`config.mk`:
```
export PLATFORM = sky130hd
export DESIGN_NAME = stepper_pulse_ramp_controller
export DESIGN_NICKNAME = d
export VERILOG_FILES = /design/src/design/spr_pkg.sv /design/src/design/spr_front.sv /design/src/design/spr_queue.sv /design/src/design/spr_exec.sv /design/src/design/stepper_pulse_ramp_controller.sv
export SDC_FILE = /design/constraint.sdc
export NUM_CORES = 1
export LEC_CHECK = 0
export BUFFER_PORTS_ARGS = -buffer_cell sky130_fd_sc_hd__buf_2
export CORE_AREA = 10 10 229 231
export DETAILED_ROUTE_END_ITERATION = 10
export DIE_AREA = 0 0 239 241
export GPL_TIMING_DRIVEN = 0
export PLACE_DENSITY = 0.73
export SLEW_MARGIN = 25
export SYNTH_ARGS = -nofsm -noshare
export SYNTH_HDL_FRONTEND = slang
export SYNTH_SLANG_ARGS = --single-unit
```
`constraint.sdc`:
```
create_clock -name clk -period 22.1 [get_ports clk]
set_input_delay 1.105 -clock clk [delete_from_list [all_inputs] [get_ports clk]]
set_output_delay 1.105 -clock clk [all_outputs]
set_load 0.1 [all_outputs]
```
`src/design/spr_pkg.sv`:
```
// Shared types and constants for the stepper pulse ramp controller.
package spr_pkg;

	localparam int unsigned QDEPTH = 4;
	localparam int unsigned QAW    = $clog2(QDEPTH);

	localparam logic [31:0] HOME_BACKOFF_STEPS = 32'd200;

	localparam logic [2:0] REG_RAMP_MODE       = 3'd0;
	localparam logic [2:0] REG_HALF_STEPS      = 3'd1;
	localparam logic [2:0] REG_DECEL_THRESHOLD = 3'd2;
	localparam logic [2:0] REG_MIN_PERIOD      = 3'd3;
	localparam logic [2:0] REG_RATE_Q15        = 3'd4;
	localparam logic [2:0] REG_INITIAL_PERIOD  = 3'd5;

	localparam logic [15:0] RST_MIN_PERIOD     = 16'd100;
	localparam logic [15:0] RST_RATE_Q15       = 16'd33423;
	localparam logic [15:0] RST_INITIAL_PERIOD = 16'd1000;

	typedef enum logic [1:0] {
		CMD_START = 2'd0,
		CMD_PULSE = 2'd1,
		CMD_HOME  = 2'd2,
		CMD_STOP  = 2'd3
	} cmd_t;

	// One classified command as it waits between front and back.
	typedef struct packed {
		cmd_t        cmd;
		logic [31:0] step_count;
		logic        count_nz;
		logic        move_left;
		logic        switch_active;
	} cmd_entry_t;

endpackage

```
`src/design/spr_front.sv`:
```
// Front end: accepts input items, decodes the command and queues them.
module spr_front
	import spr_pkg::*;
(
	input  logic        s_tvalid,
	output logic        s_tready,
	input  logic [39:0] s_tdata,   // step_count[31:0], move_left[32], switch_active[33], zero
	input  logic [1:0]  s_tuser,   // cmd[1:0]
	output logic        push_valid,
	output cmd_entry_t  push_entry,
	input  logic        push_ready
);

	assign s_tready   = push_ready;
	assign push_valid = s_tvalid;

	always_comb begin
		push_entry.cmd           = cmd_t'(s_tuser);
		push_entry.step_count    = s_tdata[31:0];
		push_entry.count_nz      = |s_tdata[31:0];
		push_entry.move_left     = s_tdata[32];
		push_entry.switch_active = s_tdata[33];
	end

endmodule

```
`src/design/spr_queue.sv`:
```
// Short command queue between the front end and the executor.
module spr_queue
	import spr_pkg::*;
(
	input  logic       clk,
	input  logic       arst_n,
	input  logic       push_valid,
	input  cmd_entry_t push_entry,
	output logic       push_ready,
	output logic       pop_valid,
	output cmd_entry_t pop_entry,
	input  logic       pop_ready
);

	cmd_entry_t       mem_q [QDEPTH];
	logic [QAW-1:0]   wr_ptr_q;
	logic [QAW-1:0]   rd_ptr_q;
	logic [QAW:0]     count_q;
	logic             do_push;
	logic             do_pop;

	assign push_ready = (count_q != (QAW+1)'(QDEPTH));
	assign pop_valid  = (count_q != '0);
	assign pop_entry  = mem_q[rd_ptr_q];
	assign do_push    = push_valid && push_ready;
	assign do_pop     = pop_valid && pop_ready;

	always_ff @(posedge clk) begin
		if (do_push) begin
			mem_q[wr_ptr_q] <= push_entry;
		end
	end

	always_ff @(posedge clk or negedge arst_n) begin
		if (!arst_n) begin
			wr_ptr_q <= '0;
			rd_ptr_q <= '0;
			count_q  <= '0;
		end else begin
			if (do_push) begin
				wr_ptr_q <= wr_ptr_q + QAW'(1);
			end
			if (do_pop) begin
				rd_ptr_q <= rd_ptr_q + QAW'(1);
			end
			if (do_push && !do_pop) begin
				count_q <= count_q + (QAW+1)'(1);
			end else if (do_pop && !do_push) begin
				count_q <= count_q - (QAW+1)'(1);
			end
		end
	end

endmodule

```
`src/design/spr_exec.sv`:
```
// Back end: move state, period ramp, configuration registers and result register.
module spr_exec
	import spr_pkg::*;
(
	input  logic        clk,
	input  logic        arst_n,
	input  logic        cfg_we,
	input  logic [2:0]  cfg_index,
	input  logic [31:0] cfg_wdata,
	input  logic        pop_valid,
	input  cmd_entry_t  pop_entry,
	output logic        pop_ready,
	output logic        m_tvalid,
	input  logic        m_tready,
	output logic [71:0] m_tdata
);

	// configuration
	logic        ramp_mode_q;
	logic [31:0] half_steps_q;
	logic [31:0] decel_threshold_q;
	logic [15:0] min_period_q;
	logic [15:0] rate_q15_q;

	// move state
	logic [31:0] remaining_q;
	logic [15:0] period_q;
	logic        moving_q;
	logic        direction_q;
	logic        home_flag_q;

	// result register
	logic        m_valid_q;
	logic [71:0] m_data_q;

	logic        pop;
	logic [16:0] fast_f;
	logic        use_fast;
	logic        scale_en;
	logic [16:0] factor;
	logic [32:0] prod;
	logic [17:0] scaled;
	logic [15:0] ramped;

	logic [31:0] remaining_d;
	logic [15:0] period_d;
	logic        moving_d;
	logic        direction_d;
	logic        home_flag_d;
	logic        started_d;
	logic        home_hit;
	logic        cfg_period_we;

	assign pop       = pop_valid && (!m_valid_q || m_tready);
	assign pop_ready = !m_valid_q || m_tready;
	assign m_tvalid  = m_valid_q;
	assign m_tdata   = m_data_q;

	assign cfg_period_we = cfg_we && (cfg_index == REG_INITIAL_PERIOD);

	// ramp decision and scaled period
	always_comb begin
		fast_f = 17'h10000 - {1'b0, rate_q15_q};
		if (ramp_mode_q) begin
			use_fast = (remaining_q > half_steps_q);
			scale_en = 1'b1;
		end else if (remaining_q < decel_threshold_q) begin
			use_fast = 1'b0;
			scale_en = 1'b1;
		end else begin
			use_fast = 1'b1;
			scale_en = (period_q > min_period_q);
		end
		factor = use_fast ? fast_f : {1'b0, rate_q15_q};
		prod   = {17'b0, period_q} * {16'b0, factor};
		scaled = prod[32:15];
		ramped = (|scaled[17:16]) ? 16'hFFFF : scaled[15:0];
	end

	always_comb begin
		remaining_d = remaining_q;
		period_d    = period_q;
		moving_d    = moving_q;
		direction_d = direction_q;
		home_flag_d = home_flag_q;
		started_d   = 1'b0;
		home_hit    = pop_entry.switch_active && direction_q && !home_flag_q;
		unique case (pop_entry.cmd)
			CMD_START: begin
				if (pop_entry.count_nz) begin
					direction_d = pop_entry.move_left;
					// switch already active toward home: clear the count, leave the timer as it was
					if (pop_entry.switch_active && pop_entry.move_left && !home_flag_q) begin
						remaining_d = '0;
					end else begin
						remaining_d = pop_entry.step_count;
						moving_d    = 1'b1;
						started_d   = 1'b1;
					end
				end
			end
			CMD_PULSE: begin
				if (remaining_q != '0) begin
					if (remaining_q > 32'd1 && scale_en) begin
						period_d = ramped;
					end
					remaining_d = remaining_q - 32'd1;
				end else begin
					moving_d    = 1'b0;
					remaining_d = '0;
					home_flag_d = 1'b0;
				end
			end
			CMD_HOME: begin
				if (home_hit) begin
					home_flag_d = 1'b1;
					remaining_d = HOME_BACKOFF_STEPS;
					direction_d = 1'b1;
					moving_d    = 1'b1;
					started_d   = 1'b1;
				end
			end
			CMD_STOP: begin
				moving_d    = 1'b0;
				remaining_d = '0;
				home_flag_d = 1'b0;
			end
			default: begin
			end
		endcase
	end

	always_ff @(posedge clk or negedge arst_n) begin
		if (!arst_n) begin
			ramp_mode_q       <= 1'b0;
			half_steps_q      <= '0;
			decel_threshold_q <= '0;
			min_period_q      <= RST_MIN_PERIOD;
			rate_q15_q        <= RST_RATE_Q15;
			remaining_q       <= '0;
			period_q          <= RST_INITIAL_PERIOD;
			moving_q          <= 1'b0;
			direction_q       <= 1'b0;
			home_flag_q       <= 1'b0;
			m_valid_q         <= 1'b0;
		end else begin
			if (pop) begin
				remaining_q <= remaining_d;
				moving_q    <= moving_d;
				direction_q <= direction_d;
				home_flag_q <= home_flag_d;
				m_valid_q   <= 1'b1;
			end else if (m_tready) begin
				m_valid_q <= 1'b0;
			end
			// a write of the initial period reloads the live period
			if (cfg_period_we) begin
				period_q <= cfg_wdata[15:0];
			end else if (pop) begin
				period_q <= period_d;
			end
			if (cfg_we) begin
				unique case (cfg_index)
					REG_RAMP_MODE:       ramp_mode_q       <= cfg_wdata[0];
					REG_HALF_STEPS:      half_steps_q      <= cfg_wdata;
					REG_DECEL_THRESHOLD: decel_threshold_q <= cfg_wdata;
					REG_MIN_PERIOD:      min_period_q      <= cfg_wdata[15:0];
					REG_RATE_Q15:        rate_q15_q        <= cfg_wdata[15:0];
					default: begin
					end
				endcase
			end
		end
	end

	always_ff @(posedge clk) begin
		if (pop) begin
			m_data_q <= {5'b0, started_d, home_flag_d, remaining_d, direction_d,
				moving_d, period_d[15:1], period_d};
		end
	end

endmodule

```
`src/design/stepper_pulse_ramp_controller.sv`:
```
// Top level of the stepper pulse ramp controller.
//
//  channel  direction  handshake           payload
//  s_*      in         s_tvalid/s_tready   tuser cmd; tdata step_count, move_left, switch_active
//  m_*      out        m_tvalid/m_tready   tdata period, compare, running, dir, steps, home, start
//  cfg_*    in         cfg_we              cfg_index selects register, cfg_wdata value
//
// One item per cycle sustained while m_tready holds; each result is registered after its item leaves the queue.
// The executor closes its 16x17 ramp multiply, compares and state update combinationally.
// A four-entry queue lets the input keep flowing while a result waits on m_tready.
// Reset clears the queue, the move state and the result valid; period loads 1000.
module stepper_pulse_ramp_controller
	import spr_pkg::*;
(
	input  logic        clk,
	input  logic        arst_n,
	input  logic        cfg_we,
	input  logic [2:0]  cfg_index,
	input  logic [31:0] cfg_wdata,
	input  logic        s_tvalid,
	output logic        s_tready,
	input  logic [39:0] s_tdata,   // step_count[31:0], move_left[32], switch_active[33], zero
	input  logic [1:0]  s_tuser,   // cmd[1:0]
	output logic        m_tvalid,
	input  logic        m_tready,
	output logic [71:0] m_tdata    // timer_period[15:0], timer_compare[30:16], running[31],
	                               // dir_left[32], steps_left[64:33], home_latched[65],
	                               // start_event[66], zero
);

	logic       push_valid;
	logic       push_ready;
	cmd_entry_t push_entry;
	logic       pop_valid;
	logic       pop_ready;
	cmd_entry_t pop_entry;

	spr_front u_front (
		.s_tvalid   (s_tvalid),
		.s_tready   (s_tready),
		.s_tdata    (s_tdata),
		.s_tuser    (s_tuser),
		.push_valid (push_valid),
		.push_entry (push_entry),
		.push_ready (push_ready)
	);

	spr_queue u_queue (
		.clk        (clk),
		.arst_n     (arst_n),
		.push_valid (push_valid),
		.push_entry (push_entry),
		.push_ready (push_ready),
		.pop_valid  (pop_valid),
		.pop_entry  (pop_entry),
		.pop_ready  (pop_ready)
	);

	spr_exec u_exec (
		.clk       (clk),
		.arst_n    (arst_n),
		.cfg_we    (cfg_we),
		.cfg_index (cfg_index),
		.cfg_wdata (cfg_wdata),
		.pop_valid (pop_valid),
		.pop_entry (pop_entry),
		.pop_ready (pop_ready),
		.m_tvalid  (m_tvalid),
		.m_tready  (m_tready),
		.m_tdata   (m_tdata)
	);

endmodule

```
After elaboration in Yosys (flattened, before gate mapping)
Memory sizes are Yosys's and may differ from the RTL's.
Index checks and enable logic that the tools add are counted.
{ "op_classes": {"addsub": 6, "n_mul": 1, "n_lt_le_gt_ge": 4, "n_eq_ne": 9, "mux": 37, "n_reduce_logical": 29} }
{ "ops": {"columns": ["op", "n"], "rows": [
  ["two-way mux 32 bit", 4],
  ["case mux 32 bit (4 select lines)", 1],
  ["two-way mux 16 bit", 6],
  ["multiplier 16 x 17 -> 33 bit", 1],
  ["greater-than comparator 32 x 1 -> 1 bit, second input constant", 1],
  ["greater-than comparator 32 bit", 1],
  ["less-than comparator 32 bit", 1],
  ["nonzero test 32 bit", 1],
  ["OR reduction 32 bit", 1],
  ["subtractor 32 x 1 -> 32 bit, second input constant", 1],
  ["two-way mux 1 bit", 19],
  ["two-way mux 17 bit", 1],
  ["subtractor 17 x 16 -> 17 bit, first input constant", 1],
  ["greater-than comparator 16 bit", 1],
  ["logical AND 1 bit", 10],
  ["AND reduction 2 bit", 5],
  ["== test 3 x 2 -> 1 bit, second input constant", 2],
  ["== test 3 bit, second input constant", 2],
  ["two-way mux 3 bit", 2],
  ["nonzero test 2 bit", 3],
  ["adder 2 x 1 -> 2 bit, second input constant", 2],
  ["== test 2 bit, second input constant", 2],
  ["logical NOT 1 bit", 4],
  ["case mux 1 bit (2 select lines)", 2],
  ["12 further kinds", 12]
]} }
{ "totals": {"register_bits": 223, "mem_bits_rw": 148, "input_bits": 82, "wordCells": 102, "memories": 1} }
{ "memory_table": {"columns": ["name", "depth", "word_bits", "rd", "rd_clocked_by_memory_dff", "wr", "line", "rtl"], "rows": [
  ["u_queue.mem_q", 4, 37, 1, 0, 1, "spr_queue.sv:15", "cmd_entry_t mem_q [QDEPTH];"]
]} }

Logic depth before layout (Yosys ltp)
{ "logic_depth": {"depth_word": 12, "depth_mapped": 37} }

Cells and area by module
Synthesis repeated with hierarchy kept, for this count alone.
{ "hier_totals": {"hier_cells": 2463, "hier_area_um2": 26207.6} }
{ "by_module_without_submodules": {"columns": ["mod", "instances", "cells_per_inst", "area_each_um2"], "rows": [
  ["spr_exec", 1, 2186, 20106.8],
  ["spr_queue", 1, 228, 5740.5],
  ["spr_front", 1, 49, 360.3]
]} }

Least setup slack after synthesis
No wires, ideal clock.
{ "synth_timing": {"path_kind": "reg2reg", "start": "register u_exec.remaining_q[0]", "end": "register u_exec.m_data_q[16], in the netlist u_exec.m_tdata[16] (data pin)", "arrival_ns": 8.644, "path_slack_ns": 13.200, "path_stages_with_launch": 35, "n_path_buf": 3, "path_cell_list": "dfrtp_1 > inv_1 > ha_1 > nand4_1 > or4_1 > o21ai_1 > a21oi_1 > a41o_1 > nor2_2 > buf_2 > nor2_1 > xor2_1 > clkbuf_1 > nand2_1 > fa_1 > inv_1 > fa_1 > fa_1 > fa_1 > fa_1 > inv_1 > fa_1 > inv_1 > ha_1 > a21oi_1 > o21bai_1 > a21o_1 > a21o_1 > a21oi_1 > o221ai_1 > a221o_1 > nor3_1 > o21ai_2 > buf_2 > o22a_1"} }
{ "synth_between": {"elab_chain_cells": 10, "word_cells_on_any_way": 16, "classes_between": "mul: 1; order compare: 3; mux: 9; reduce/logical: 3"} }
{ "synth_rtl": {"columns": ["item", "line", "rtl"], "rows": [
  ["start: declaration", "spr_exec.sv:26", "logic [31:0] remaining_q;"],
  ["start signal: assignment", "spr_exec.sv:148", "remaining_q <= remaining_d;"],
  ["less-than comparator 32 bit", "spr_exec.sv:67", "end else if (remaining_q < decel_threshold_q) begin"],
  ["two-way mux 1 bit", "spr_exec.sv:67", null],
  ["two-way mux 1 bit", "spr_exec.sv:64", "if (ramp_mode_q) begin"],
  ["two-way mux 17 bit", "spr_exec.sv:74", "factor = use_fast ? fast_f : {1'b0, rate_q15_q};"],
  ["multiplier 16 x 17 -> 33 bit", "spr_exec.sv:75", "prod = {17'b0, period_q} * {16'b0, factor};"],
  ["OR reduction 2 bit", "spr_exec.sv:77", "ramped = (|scaled[17:16]) ? 16'hFFFF : scaled[15:0];"],
  ["two-way mux 16 bit", "spr_exec.sv:77", null],
  ["two-way mux 16 bit", "spr_exec.sv:104", "if (remaining_q > 32'd1 && scale_en) begin"],
  ["two-way mux 16 bit *", "spr_exec.sv:103", "if (remaining_q != '0) begin"],
  ["two-way mux 16 bit *", "spr_exec.sv:88", "unique case (pop_entry.cmd)"],
  ["named net u_exec.period_d[1]", "spr_exec.sv:46", "logic [15:0] period_d;"],
  ["end signal: assignment", "spr_exec.sv:178", "m_data_q <= {5'b0, started_d, home_flag_d, remaining_d, direction_d,"],
  ["end: declaration", "spr_exec.sv:34", "logic [71:0] m_data_q;"]
]} }
Mark *: on every way through the listed nets, which the timed path passes. The rest lies on a longest branch.
A chain may end at the register's enable or synchronous reset.

Worst setup path after layout
{ "layout_timing": {"start": "register u_exec.remaining_q[0]", "end": "register u_exec.m_data_q[30], in the netlist u_exec.m_tdata[30] (data pin)"} }
The elaborated chain is that of the path after synthesis.

==> impl_metrics.yaml <==
die:
  ios: 156
  dieArea_um2: 57600
  core.rowCount: 80
  initial_core_util: 0.5478
  chipHeight_um: 241
  core_region_area_um2: 47550
  fp.dieW_um: 239
final_layout:
  diodes: 0
  area_delta_synth_final_pct: 11.52
  nets: 3169
  fin_cells: 3334
  fillers: 3847
  drive_gt1_frac: 0.1342
sta:
  period_share: 0.5103
  max_slew_margin: 0.3358
  tns_ns: 0
  rsz0062_at_grt: "no"
  tightest_slew_ns: 0.9929
  fin_crit_ns: 11.28
  hold_viol_final: 0
  slew_violations: 0
  finalSetupViolations: 0
  clock.fmax_mhz: 88.68
  skew_ns: 0.01757
logic_synthesis:
  ys_warn_count: 0
  synth-seq-cells: 356
  syn-cell-area_um2: 26040
  seq_area_frac_synth: 0.3812
  synth_edf_count: 200
  postSynthCellCount: 2492
  avgSynthCellArea_um2: 10.45
  synthDistinctLibCells: 83
  async_flop_share: 0.4382
  synth_top_flop_cell: "edfxtp_1"
routing:
  drt_iter0_drc: 1721
  vias: 19820
  wl_per_cell_um: 22.44
  via_per_inst: 5.945
  drt.antenna.violating_nets: 0
  dr.pass1.iters: 6
  wl_met3_um: 5724
  routed_wl_um: 74820
  highest-signal-layer: "met5"
  wl_met1_um: 29720
  drc_errors: 0
  wl_met2_um: 36480
setup_path:
  cp-start-kind: "flip-flop"
  rr_worst_depth: 35
  crit_path_max_incr_delay_ns: 0.71
  worstPathMaxFanout: 10
  rrSetupSlack_ns: 10.82
  required_ns: 22.46
  critPathKind: "reg -> reg"
  crit_path_top_delay_cell: "or4_1"
  crit_path_end_kind: "flip-flop"
  reg2reg_to: "u_exec.m_tdata[30]"
  r2r-start: "u_exec.remaining_q[0]"
  path_common_cell: "fa_1"
  arrival_ns: 11.64
cts:
  cts_resized: 0
  cts_root_buf: "clkbuf_16"
  cts_hold_buf: 0
  cts_tree: "yes"
  path_clk_slew_ns: 0.06
  clock-sinks: 356
  numCtsBuffers: 38
  clock_latency_ns: 0.55
  post_cts_buffers: 0
  cts-htree-levels: 2
  clk_path_buf_depth: 3
run:
  cap_violations: 0
grt:
  track_usage: 0.2642
  grt_overflow: 0
  grt_max_degree: 85
  grt_pass1_wl_um: 117200
  antenna_found_initial: 3
  grt_pass1_vias: 20350
placement:
  place_congestion: 0.9572
  port_buffers: 144
  dp_hpwl_um: 58460
  dp_cells: 3264
worst_hold_path:
  hp-class: "in -> async"
status:
  outcome: "completed"
Yosys cell counts, types with 9 or more instances:
| master | instances | area share |
|---|---|---|
| and3_1 | 13 | 0.0031 |
| buf_4 | 20 | 0.0058 |
| nor3_1 | 35 | 0.0067 |
| o22a_1 | 12 | 0.0040 |
| nand4_1 | 26 | 0.0062 |
| xor2_1 | 22 | 0.0074 |
| buf_1 | 12 | 0.0017 |
| clkbuf_1 | 82 | 0.012 |
| nand2_1 | 393 | 0.057 |
| and2_1 | 126 | 0.030 |
| a21oi_1 | 87 | 0.017 |
| dfstp_2 | 16 | 0.016 |
| nor4_1 | 22 | 0.0053 |
| nand2b_1 | 9 | 0.0022 |
| a221o_1 | 10 | 0.0038 |
| a21o_1 | 47 | 0.014 |
| mux2_2 | 38 | 0.016 |
| edfxtp_1 | 200 | 0.23 |
| fa_1 | 208 | 0.16 |
| nor2_1 | 83 | 0.012 |
| ha_1 | 190 | 0.091 |
| xnor2_1 | 15 | 0.0050 |
| o21ai_0 | 127 | 0.024 |
| nand3_1 | 20 | 0.0038 |
| dfrtp_1 | 140 | 0.13 |
| mux4_2 | 37 | 0.032 |
| inv_1 | 340 | 0.049 |
critical path: cells and delay by family, from the launching register on:
kind,cells,cell delay (ns)
compound gates,12,2.61
xor+xnor,1,0.65
fa+ha+maj,8,3.87
buf+inv,8,1.79
flops,1,0.51
simple gates,6,1.68
metal layers:
layer / up-vias / global-route usage
met5: - / 0
met4: 6 / 0.09994
met3: 179 / 0.04574
met2: 925 / 0.4458
met1: 9936 / 0.3365
li1: 8776 / -
logic make-up after synthesis:
| family | Yosys count | share of synthesized area |
|---|---|---|
| xor gates and xnor gates | 37 | 0.01244 |
| muxes | 82 | 0.05131 |
| DFF | 356 | 0.3812 |
| and+or+nand+nor | 774 | 0.1407 |
| AOI/OAI and AO/OA | 382 | 0.09315 |
| buffers and inverters | 462 | 0.06985 |
| adders and majority gates | 398 | 0.2512 |
| other | 1 | 0.0001440 |
registers in the layout, summed over array words and instances (netlist names), 3 cells and up:
register	count
u_exec.decel_threshold_q	32
u_exec.half_steps_q	32
u_exec.m_tdata	52
u_exec.min_period_q	16
u_exec.period_q	16
u_exec.rate_q15_q	16
u_exec.remaining_q	32
u_queue.count_q	3
u_queue.mem_q	148
through the flow:
step	setup slack [ns]	hold slack [ns]	cell area [µm²]	util
2_1_floorplan	13.20	0.4464	26060	-
3_3_place_gp	11.05	0.4601	27550	0.5794
3_5_place_dp	11.06	0.4801	27750	0.5837
4_1_cts	11.03	0.4951	29040	0.6108
5_1_grt	10.45	0.5236	29050	0.6109
6_report	10.82	0.4877	29050	0.6109
layout make-up:
cell class | instances | area, µm² | share of cell area
multi-input cells | 1678 | 14330 | 0.4935
flip-flops and latches | 356 | 9930 | 0.3419
inverters | 340 | 1276 | 0.04394
clock buffers | 54 | 1075 | 0.03700
repair buffers | 153 | 895.9 | 0.03084
well taps | 615 | 769.5 | 0.02649
plain buffers | 122 | 549.3 | 0.01891
clock inverters | 16 | 217.7 | 0.007495
placed cells by master (no fill, tap or decap), types with 87 or more instances in the layout:
cell type	synthesis	routed
a21oi_1	87	87
and2_1	126	126
buf_2	8	151
clkbuf_1	82	89
dfrtp_1	140	140
edfxtp_1	200	200
fa_1	208	208
ha_1	190	190
inv_1	340	340
nand2_1	393	393
o21ai_0	127	127
how the worst max path moves through the flow:
stage | depth (start not counted) | slack [ns] | startpoint | endpoint
2_1_floorplan | 34 | 13.20 | u_exec.remaining_q[0] | u_exec.m_tdata[16]
3_3_place_gp | 33 | 11.05 | u_exec.remaining_q[25] | u_exec.m_tdata[30]
3_5_place_dp | 35 | 11.06 | u_exec.remaining_q[0] | u_exec.m_tdata[30]
4_1_cts | 35 | 11.03 | u_exec.remaining_q[0] | u_exec.m_tdata[30]
5_1_grt | 35 | 10.45 | u_exec.remaining_q[0] | u_exec.m_tdata[30]
6_report | 35 | 10.82 | u_exec.remaining_q[0] | u_exec.m_tdata[30]
Power is not shown: default switching activity piles up to over one toggle a cycle in this logic, so the estimate is an artifact.
